[src/rtl/core/tlgf_pkg.sv]
// shared types, constants and command/status structs for the text line glyph frame buffer
// used by tlgf_ctrl, tlgf_dp, the top level and the checker
package tlgf_pkg;

  localparam int COLUMNS_DEF      = 128;
  localparam int GLYPH_COUNT_DEF  = 95;
  localparam int GLYPH_BYTES_DEF  = 25;
  localparam int GLYPH_COLS_DEF   = 12;
  localparam int CURSOR_LIMIT_DEF = 127;

  localparam logic [2:0] KIND_FONT    = 3'd0;
  localparam logic [2:0] KIND_LINE    = 3'd1;
  localparam logic [2:0] KIND_CHAR    = 3'd2;
  localparam logic [2:0] KIND_REFRESH = 3'd3;
  localparam logic [2:0] KIND_CLEAR   = 3'd4;

  localparam logic [7:0] CMD_COL_LO = 8'h00;
  localparam logic [7:0] CMD_COL_HI = 8'h10;
  localparam logic [7:0] CMD_PAGE   = 8'hB0;

  localparam logic [7:0] SYM_FIRST = 8'd32;
  localparam logic [7:0] SYM_LAST  = 8'd126;

  typedef struct packed {
    logic [2:0]  kind;
    logic        line;
    logic [7:0]  symbol;
    logic [11:0] font_addr;
    logic [7:0]  font_byte;
  } in_item_t;

  typedef struct packed {
    logic [7:0] out_byte;
    logic       is_command;
    logic       frame_end;
  } out_item_t;

  typedef struct packed {
    logic load;
    logic font_wr;
    logic clr_init;
    logic clr_step;
    logic g_setup;
    logic g_width;
    logic g_wcap;
    logic g_fetch;
    logic g_adv;
    logic ref_rd;
    logic ref_out;
  } ctrl_cmd_t;

  typedef struct packed {
    logic clr_last;
    logic draw_ok;
    logic glyph_busy;
  } dp_status_t;

endpackage

[src/rtl/core/tlgf_ctrl.sv]
// sequencing state machine: decodes accepted items into datapath commands
// depends on tlgf_pkg
module tlgf_ctrl
  import tlgf_pkg::*;
(
  input  logic       clk,
  input  logic       rst_n,
  input  logic       start,
  input  logic [2:0] kind,
  input  dp_status_t status,
  output logic       busy,
  output ctrl_cmd_t  cmd
);

  typedef enum logic [3:0] {
    S_IDLE,
    S_FONT,
    S_CLR_INIT,
    S_CLEAR,
    S_G_SETUP,
    S_G_WIDTH,
    S_G_WCAP,
    S_G_RUN,
    S_G_ADV,
    S_R_RD,
    S_R_OUT
  } state_t;

  state_t state_r, state_nxt;

  always_comb begin
    state_nxt = state_r;
    unique case (state_r)
      S_IDLE: begin
        if (start) begin
          if (kind == KIND_FONT) state_nxt = S_FONT;
          else if (kind == KIND_LINE || kind == KIND_CLEAR) state_nxt = S_CLR_INIT;
          else if (kind == KIND_CHAR) state_nxt = S_G_SETUP;
          else if (kind == KIND_REFRESH) state_nxt = S_R_RD;
          else state_nxt = S_IDLE;
        end
      end
      S_FONT:     state_nxt = S_IDLE;
      S_CLR_INIT: state_nxt = S_CLEAR;
      S_CLEAR:    state_nxt = status.clr_last ? S_IDLE : S_CLEAR;
      S_G_SETUP:  state_nxt = status.draw_ok ? S_G_WIDTH : S_IDLE;
      S_G_WIDTH:  state_nxt = S_G_WCAP;
      S_G_WCAP:   state_nxt = S_G_RUN;
      S_G_RUN:    state_nxt = status.glyph_busy ? S_G_RUN : S_G_ADV;
      S_G_ADV:    state_nxt = S_IDLE;
      S_R_RD:     state_nxt = S_R_OUT;
      S_R_OUT:    state_nxt = S_IDLE;
      default:    state_nxt = S_IDLE;
    endcase
  end

  always_ff @(posedge clk) begin
    if (!rst_n) begin
      state_r <= S_CLEAR;
    end else begin
      state_r <= state_nxt;
    end
  end

  always_comb begin
    cmd          = '0;
    cmd.load     = (state_r == S_IDLE) && start;
    cmd.font_wr  = (state_r == S_FONT);
    cmd.clr_init = (state_r == S_CLR_INIT);
    cmd.clr_step = (state_r == S_CLEAR);
    cmd.g_setup  = (state_r == S_G_SETUP);
    cmd.g_width  = (state_r == S_G_WIDTH);
    cmd.g_wcap   = (state_r == S_G_WCAP);
    cmd.g_fetch  = (state_r == S_G_RUN);
    cmd.g_adv    = (state_r == S_G_ADV);
    cmd.ref_rd   = (state_r == S_R_RD);
    cmd.ref_out  = (state_r == S_R_OUT);
  end

  assign busy = (state_r != S_IDLE);

endmodule

[config.mk]
export PLATFORM = sky130hd
export DESIGN_NAME = tlgf_ctrl
export DESIGN_NICKNAME = d
export VERILOG_FILES = /design/src/rtl/core/tlgf_pkg.sv /design/src/rtl/core/tlgf_ctrl.sv
export SDC_FILE = /design/constraint.sdc
export NUM_CORES = 1
export LEC_CHECK = 0
export BUFFER_PORTS_ARGS = -buffer_cell sky130_fd_sc_hd__buf_2
export CAP_MARGIN = 20
export CORE_AREA = 2 2 39 41
export CTS_CLUSTER_DIAMETER = 100
export CTS_CLUSTER_SIZE = 16
export DETAILED_ROUTE_END_ITERATION = 6
export DIE_AREA = 0 0 41 43
export PLACE_DENSITY = 0.64
export SLEW_MARGIN = 5
export SYNTH_ARGS = -nofsm -noshare
export SYNTH_HDL_FRONTEND = slang
export SYNTH_SLANG_ARGS = --single-unit
export TNS_END_PERCENT = 30
[constraint.sdc]
create_clock -name clk -period 1.5 [get_ports clk]
set_clock_uncertainty 0.2 [all_clocks]
set_input_delay 0.225 -clock clk [delete_from_list [all_inputs] [get_ports clk]]
set_output_delay 0.225 -clock clk [all_outputs]
set_load 0.05 [all_outputs]
* After elaboration in Yosys (flattened, before gate mapping)
Index checks and enable logic that the tools add are counted.
** Cells by class
- Equal/unequal tests :: 15
- Div/mod/pow operators :: 0
- Reductions and logical operators :: 5
- Add/subtract/negate cells :: 0
- $lt $le $gt $ge :: 0
- Multiply operators :: 0
- Bitwise operators :: 0
- Muxes and demuxes :: 9
- Shifts and indexed selects :: 0
** Operators with widths (number)
- one-hot mux 4 bit (8 select lines) :: 1
- 2-to-1 mux 4 bit :: 6
- equality test 4 x 3 -> 1 bit (second input constant) :: 4
- equality test 4 bit (second input constant) :: 3
- equality test 4 x 2 -> 1 bit (second input constant) :: 2
- equality test 3 x 2 -> 1 bit (second input constant) :: 2
- equality test 4 x 1 -> 1 bit (second input constant) :: 1
- logical NOT 4 bit :: 1
- nonzero test 4 bit :: 1
- equality test 3 x 1 -> 1 bit (second input constant) :: 1
- equality test 3 bit (second input constant) :: 1
- logical NOT 3 bit :: 1
- 2-to-1 mux 3 bit :: 1
- 2-to-1 mux 2 bit :: 1
- inequality test 2 bit (second input constant) :: 1
- logical AND 1 bit :: 1
- logical OR 1 bit :: 1
** Storage, ports and cells
- Memories kept :: 0
- RAM bits :: 0
- ROM bits :: 0
- Output and inout bits :: 12
- Bits in latches :: 0
- Register bits after elaboration :: 4

* Longest topological paths before layout
Gate-level depths: netlist of the first run.
- Word-level depth :: 7
- Mapped depth :: 5
- Depth with buffers taken out :: 4

* Worst setup path before layout of the first run
No wires, ideal clock.
- Path type :: register to output
- Start :: reg state_r[1]
- End :: out cmd[2] (netlist name)
- Slack :: -0.662 ns
- Stages on the path, launching flop included :: 4
- Arrival time :: 1.737 ns
- Buffers on the path :: 1
- Path through :: dfxtp_1 clkbuf_1 nand2b_1 nor3_1
** RTL lines
- start, declared :: line tlgf_ctrl.sv:29 : state_t state_r, state_nxt;
- start signal, assigned :: line tlgf_ctrl.sv:61 : state_r <= state_nxt;
- end, declared :: line tlgf_ctrl.sv:12 : output ctrl_cmd_t cmd

==> impl_results.md, run 1 <==
- Status: finished, violations left
- Failing checks: setup timing
- Final non-filler cell total: ~100
- Top achievable clock speed: approximately 0.56 GHz
- Starting DRC count in detailed routing: 5
- Worst-Skew Late Latency: between 0.2 and 0.25 ns
- Core box area: roughly 1400 sq um
- Die height: 43 um
- Initial Util: 27.4%
- Gpl congestion: about 0.84
- Cells after DPL: 96
- Hold_ws: between 0.15 and 0.2 ns
- Critical Path RT: ~1.1 ns
- Reg clk slew, reported paths: 0.03 ns
- Pwr/cell area: approximately 1300 nW/um^2
- Detail Placement HPWL: about 870 um
- Filler cell count in the final layout: ~120
- Synth area leader: dfxtp_1
- Power share of the combinational group: ~70%
- CP Cell Sequence: or4_4 -> nor2_4 -> buf_6
- DRC viols: 0
- Diode count: 0
- Number of global-route vias before repair: 497
- Final ANT Viol Nets: 0
- Max reg flops: 4
- NumNets Final: 99
- Vias: ~520
- Placed inst area: ~600 sq um
- Worst slack, placed: -0.134 ns
- Mapped Nets: 65
- CP arrival: around 1.4 ns
- Slowest cell on crit path: or4_4
- Final Core Density: 58.5%
- Gr usage total: between 10% and 20%
- Switching Share: a little under 50%
- Sequential fraction of design power: 14.9%
- CTS Buf Count: 3
- Biggest regs: state_r (4)
- CP Class: register to primary output
- MaxCap Viol Count: 0
- VDD IR max: around 0.00096 V
- Syn-to-layout area delta: 114%
- Register bit total from synthesis: 4
- Vias per cell: just over 5
- Hold Fails Final Rpt: 0
- Remaining Overflow, GRT: 0
- Netlist Area Pre-Place: 379 sq um
- CP peak stage delay: between 0.5 and 0.6 ns
- DIE AREA: approximately 1800 sq um
- Syn Inst Count: between 50 and 60
- Top cell type's share of synthesized area: around a fifth
- FP Rows: 14
- First-pass GRT wire length: ~2000 um
- Lkg Pwr: around 0.34 nW
- Worst Path Buf+Inv: 1
- Max-slew violations: 0
- CTS tree: built
- Slew Limit Headroom: roughly three quarters
- IO buf count: 20
- Sequential fraction of the synthesis area: between 20% and 30%
- Largest net degree at the start of global routing: 16
- H-tree Lvls: 1
- Synth Area per Inst: between 6 and 7 sq um
- Ranking of synthesized cells by area: dfxtp_1, nor2_1, nand2b_1, nor3_1, a211oi_1
- Clock sinks: 4
- Routed WL: approximately 1300 um
- I/O pin count: 21
- Clock Root Buffer: clkbuf_4
- Unrepaired setup endpoints after global routing: true
- Total Power: slightly above 1 mW
- Net switching power: around 500 uW
- Synth Warn #: 0
- First drt pass iteration count: 3
- Startpoint Class: register
- Largest register by flop count: state_r
- Crit path max-delay family: simple AND/OR/NAND/NOR gates
- Final setup fails: 16
- Layout cell share with drive strength beyond 1: 63.6%
- DR WL/cell: ~12 um
- Crit path capture type: primary output
- Design area: between 800 and 900 sq um
- Setup ws final: -0.277 ns
- Clk network pwr share: a little over an eighth
- Crit-path max FO: 3
- Antenna violations before repair: 0
- Tcrit/Tclk final: 118%
- Final Critical Period: around 1.8 ns
- Power Internal: between 500 and 600 uW
- Setup_tns: -2.22 ns
- Die width: 41 um
- Synth cell types: 23
- Worst-margin pin slew: roughly 0.37 ns
- Longest Clk Path Bufs: 2
- HP Class: primary input to register
[Yosys cell counts]
cell type and instances:
a32oi_1 1, o21ai_0 1, dfxtp_1 4, nor2b_1 1
o31ai_1 1, nor2_1 11, nor3_1 5, clkbuf_1 3
o22ai_1 2, o32ai_2 1, a211oi_1 3, a21oi_2 1
and2_1 1, or4_4 1, a31oi_1 1, nand2b_1 5
and3_1 2, nand2_1 2, a21oi_1 3, inv_1 3
xnor2_1 2, o21bai_1 1, nand3b_1 1
[cell usage in the layout, fill, tap and decap left out, types with 2 or more instances in the layout]
cell type / count
a211oi_1: 3
a21oi_1: 3
buf_2: 9
buf_4: 7
buf_6: 12
buf_8: 2
clkbuf_4: 4
dfxtp_2: 3
inv_1: 3
nand2_1: 2
nand2b_1: 2
nand2b_4: 3
nor2_1: 4
nor2_2: 2
nor2_4: 5
nor3_4: 4
o22ai_1: 2
xnor2_1: 2
[cell type report]
class | count | area [sq um] | share of cell area [%]
Sequential cell | 4 | 87.6 | 10.8
Inverter | 3 | 11.3 | 1.39
Tap cell | 16 | 20.0 | 2.47
Timing Repair Buffer | 32 | 280 | 34.6
Clock buffer | 3 | 22.5 | 2.78
Multi-Input combinational cell | 46 | 388 | 47.9
[path summary, 6_finish.rpt]
| path | startpoint | endpoint | slack [ns] | cells after the start |
|---|---|---|---|---|
| max | state_r[0] | cmd[10] | -0.28 | 3 |
| min | kind[0] | state_r[3] | 0.16 | 3 |
| max reg2reg | state_r[0] | state_r[1] | -0.24 | 5 |
| min reg2reg | state_r[0] | state_r[3] | 0.55 | 3 |
[cells by family after synthesis]
logic type,count (synthesis),synth area share (%)
DFF,4,21.1
AOI/OAI and AO/OA,15,29.0
xor gates and xnor gates,2,4.62
buffers and inverters,6,5.94
and+or+nand+nor,29,39.3
[metal layers]
| layer | GRT usage (%) | share of wire, % | routed length (um) |
|---|---|---|---|
| met5 | 0 | 0 | 0 |
| met4 | 8.00 | 2.9 | 37 |
| met3 | 6.28 | 5.1 | 66 |
| met2 | 25.3 | 51 | 664 |
| met1 | 18.0 | 41 | 524 |
[power groups by stage]
| stage | Sequential (mW) | Combinational, mW | Clock [mW] |
|---|---|---|---|
| 5_1_grt | 0.154 | 0.771 | 0.153 |
| 4_1_cts | 0.148 | 0.653 | 0.139 |
| 3_3_place_gp | 0.146 | 0.566 | 0 |
| 3_5_place_dp | 0.146 | 0.570 | 0 |
| 2_1_floorplan | 0.150 | 0.431 | 0 |
| 6_report | 0.151 | 0.728 | 0.133 |
[what timing repair did]
action	CTS	global route
cloned	0	0
hold endpoints to repair	1	0
gates resized for setup	29	11
setup endpoints to repair	16	16
setup buffers	1	3
pin swaps	4	1
hold buffers	1	0
[worst register-to-register path: cells and delay by family (launching register included)]
family,cells,cell delay (ns)
buffers and inverters,1,0.17
AO/OA/AOI/OAI,3,0.45
flip-flops,1,0.31
AND/OR/NAND/NOR,1,0.55
(Power assumes the default switching activity.)
==> inputs of run 2 (changes only) <==
Settings changed: ABC_AREA set to 1, PLACE_DENSITY 0.64 to 0.65, SLEW_MARGIN 5 to 20.
==> run 2 against run 1 <==
The run still ends with setup timing left. Die area is the same. Sequential power shrank 6%. Via count grew 5.4%. Power shrank 43%. Critical path depth grew 1. Sequential cell count is the same. Register-to-register slack gained 0.35 ns.
==> impl_results.md, run 2 <==
- Remaining Overflow, GRT: 0
- NumNets Final: between 100 and 150
- CTS Buf Count: 3
- Hold_ws: 0.113 ns
- Crit-path max FO: 6
- Max reg flops: 4
- CTS tree: built
- Netlist Area Pre-Place: ~400 sq um
- Commonest cells after routing, fill and taps aside: nand2_1, inv_1, buf_6
- Ranking of synthesized cells by area: dfxtp_1, nand2_1, inv_1, nor2_1, nor2_2
- I/O pin count: 21
- Pwr/cell area: roughly 750 nW/um^2
- Hold Fails Final Rpt: 0
- FP Rows: 14
- First-pass GRT wire length: about 1900 um
- Starting DRC count in detailed routing: 6
- Gpl congestion: slightly below 0.8
- Largest register by flop count: state_r
- Placed inst area: approximately 580 sq um
- Status: finished, violations left
- Sequential fraction of the synthesis area: 19.9%
- Initial Util: 29.0%
- Final Critical Period: approximately 1.6 ns
- Post-synth EDFFs: 0
- Synth top cells by count: nand2_1, inv_1, nor2_1
- Max-slew violations: 0
- Mapped Nets: between 80 and 90
- Core box area: around 1400 sq um
- Clock Root Buffer: clkbuf_4
- FFs w/ async S/R, synth: 0%
- Final setup fails: 9
- Cell count of the worst reg-to-reg path: 6
- Die height: approximately 43 um
- Worst-margin pin slew: approximately 0.19 ns
- Crit path capture type: primary output
- Gr usage total: between 10% and 20%
- Min-Delay Startpoint: kind[1]
- Final ANT Viol Nets: 0
- Diode count: 0
- Critical Path RT: approximately 1.1 ns
- Failing checks: setup timing
- Syn Inst Count: 78
- Antenna violations before repair: 0
- Tcrit/Tclk final: 104%
- Total Power: slightly below 600 uW
- Synth Area per Inst: 5.15 sq um
- CP Class: register to primary output
- Slew Limit Headroom: between 80 and 90%
- Syn-to-layout area delta: 91.6%
- Most numerous cell in the Yosys netlist: nand2_1
- Synth area leader: dfxtp_1
- Hold path cells: 3
- Vias per cell: roughly 4.4
- Clock sinks: 4
- IO buf count: 20
- First drt pass iteration count: 2
- Longest Clk Path Bufs: 2
- Vias: around 550
- Biggest regs: state_r (4)
- Synth Flop Type: dfxtp_1
- Setup ws final: -0.0609 ns
- Unrepaired setup endpoints after global routing: true
- R2R Path Start: state_r[2]
- Reg clk slew, reported paths: around 0.03 ns
- Routed WL: 1150 um
- HP Class: primary input to register
- Top cell type's share of synthesized area: 19.9%
- H-tree Lvls: 1
- DIE AREA: about 1800 sq um
- Startpoint Class: register
- Synth Warn #: 0
- Synth cell types: 12
- Largest net degree at the start of global routing: 7
- VDD IR max: 0.000596 V
- DR WL/cell: approximately 9 um
- Top achievable clock speed: about 0.64 GHz
- Layout cell share with drive strength beyond 1: 53.2%
- Worst slack, placed: between 0.015 and 0.02 ns
- CP arrival: around 1.1 ns
- Design area: 769 sq um
- Die width: approximately 41 um
- Lkg Pwr: roughly 0.43 nW
- Min-Delay Endpoint: state_r[2]
- Commonest non-fill, non-tap cell in the layout: nand2_1
- MaxCap Viol Count: 0
- Number of global-route vias before repair: 482
- Register bit total from synthesis: 4
- Detail Placement HPWL: ~880 um
- DRC viols: 0
- Worst reg2reg path endpoint: state_r[3]
- Reg2reg setup slack: roughly 0.11 ns
- Worst-Skew Late Latency: 0.24 ns
==> run 2: cell families (layout without fill, tap and decap cells) <==
family,after synthesis,after routing,synth area share (%)
AND/OR/NAND/NOR,50,50,56.1
buffers and inverters,20,51,19.0
AO/OA/AOI/OAI,4,4,4.98
flip-flops,4,4,19.9
==> run 2: stage by stage <==
stage / util [%] / instances / setup TNS, ns
after global placement: 41.7 / 119 / 0
after global routing: 55.6 / 125 / -0.991
after floorplan: - / 78 / -0.760
final: 55.6 / 125 / -0.288
after CTS: 53.1 / 124 / -0.351
after detailed placement: 41.7 / 119 / 0
==> run 2: worst max-delay path by stage <==
stage / start / end / depth (start not counted)
2_1_floorplan: state_r[3] / cmd[0] / 4
3_3_place_gp: state_r[0] / cmd[1] / 5
3_5_place_dp: state_r[1] / cmd[8] / 5
4_1_cts: state_r[3] / cmd[2] / 5
5_1_grt: state_r[0] / cmd[9] / 5
6_report: state_r[2] / cmd[10] / 4
==> run 2: area by class of cell <==
class	instances	area, sq um
inverters	20	78.8
repair buffers	28	241
well taps	16	20.0
fillers	140	614
clock buffers	3	22.5
flip-flops and latches	4	95.1
multi-input cells	54	312
==> run 2: per-layer routing <==
layer	global-route usage [%]	vias to the layer above	wire (um)
met5	0	-	0
li1	-	301	-
met1	18.6	236	497
met2	24.7	14	594
met4	2.00	0	0
met3	7.85	0	53
==> run 2: power breakdown <==
| part | internal [mW] | switching [mW] | total [mW] |
|---|---|---|---|
| logic | 0.114 | 0.188 | 0.302 |
| clock network | 0.0894 | 0.0436 | 0.133 |
| registers | 0.118 | 0.0238 | 0.142 |
==> run 2: critical path: stages, from the launching register on <==
cell     delay (ns)
dfxtp_4        0.36
nor2_4         0.18
nand2_2        0.11
nor2_4         0.10
buf_6          0.16
==> run 2: what timing repair did <==
item | in CTS | in global routing
hold buffers | 1 | 0
setup buffers | 1 | 1
gates resized for setup | 44 | 8
hold endpoints to repair | 2 | 0
setup endpoints to repair | 12 | 13
pin swaps | 1 | 1
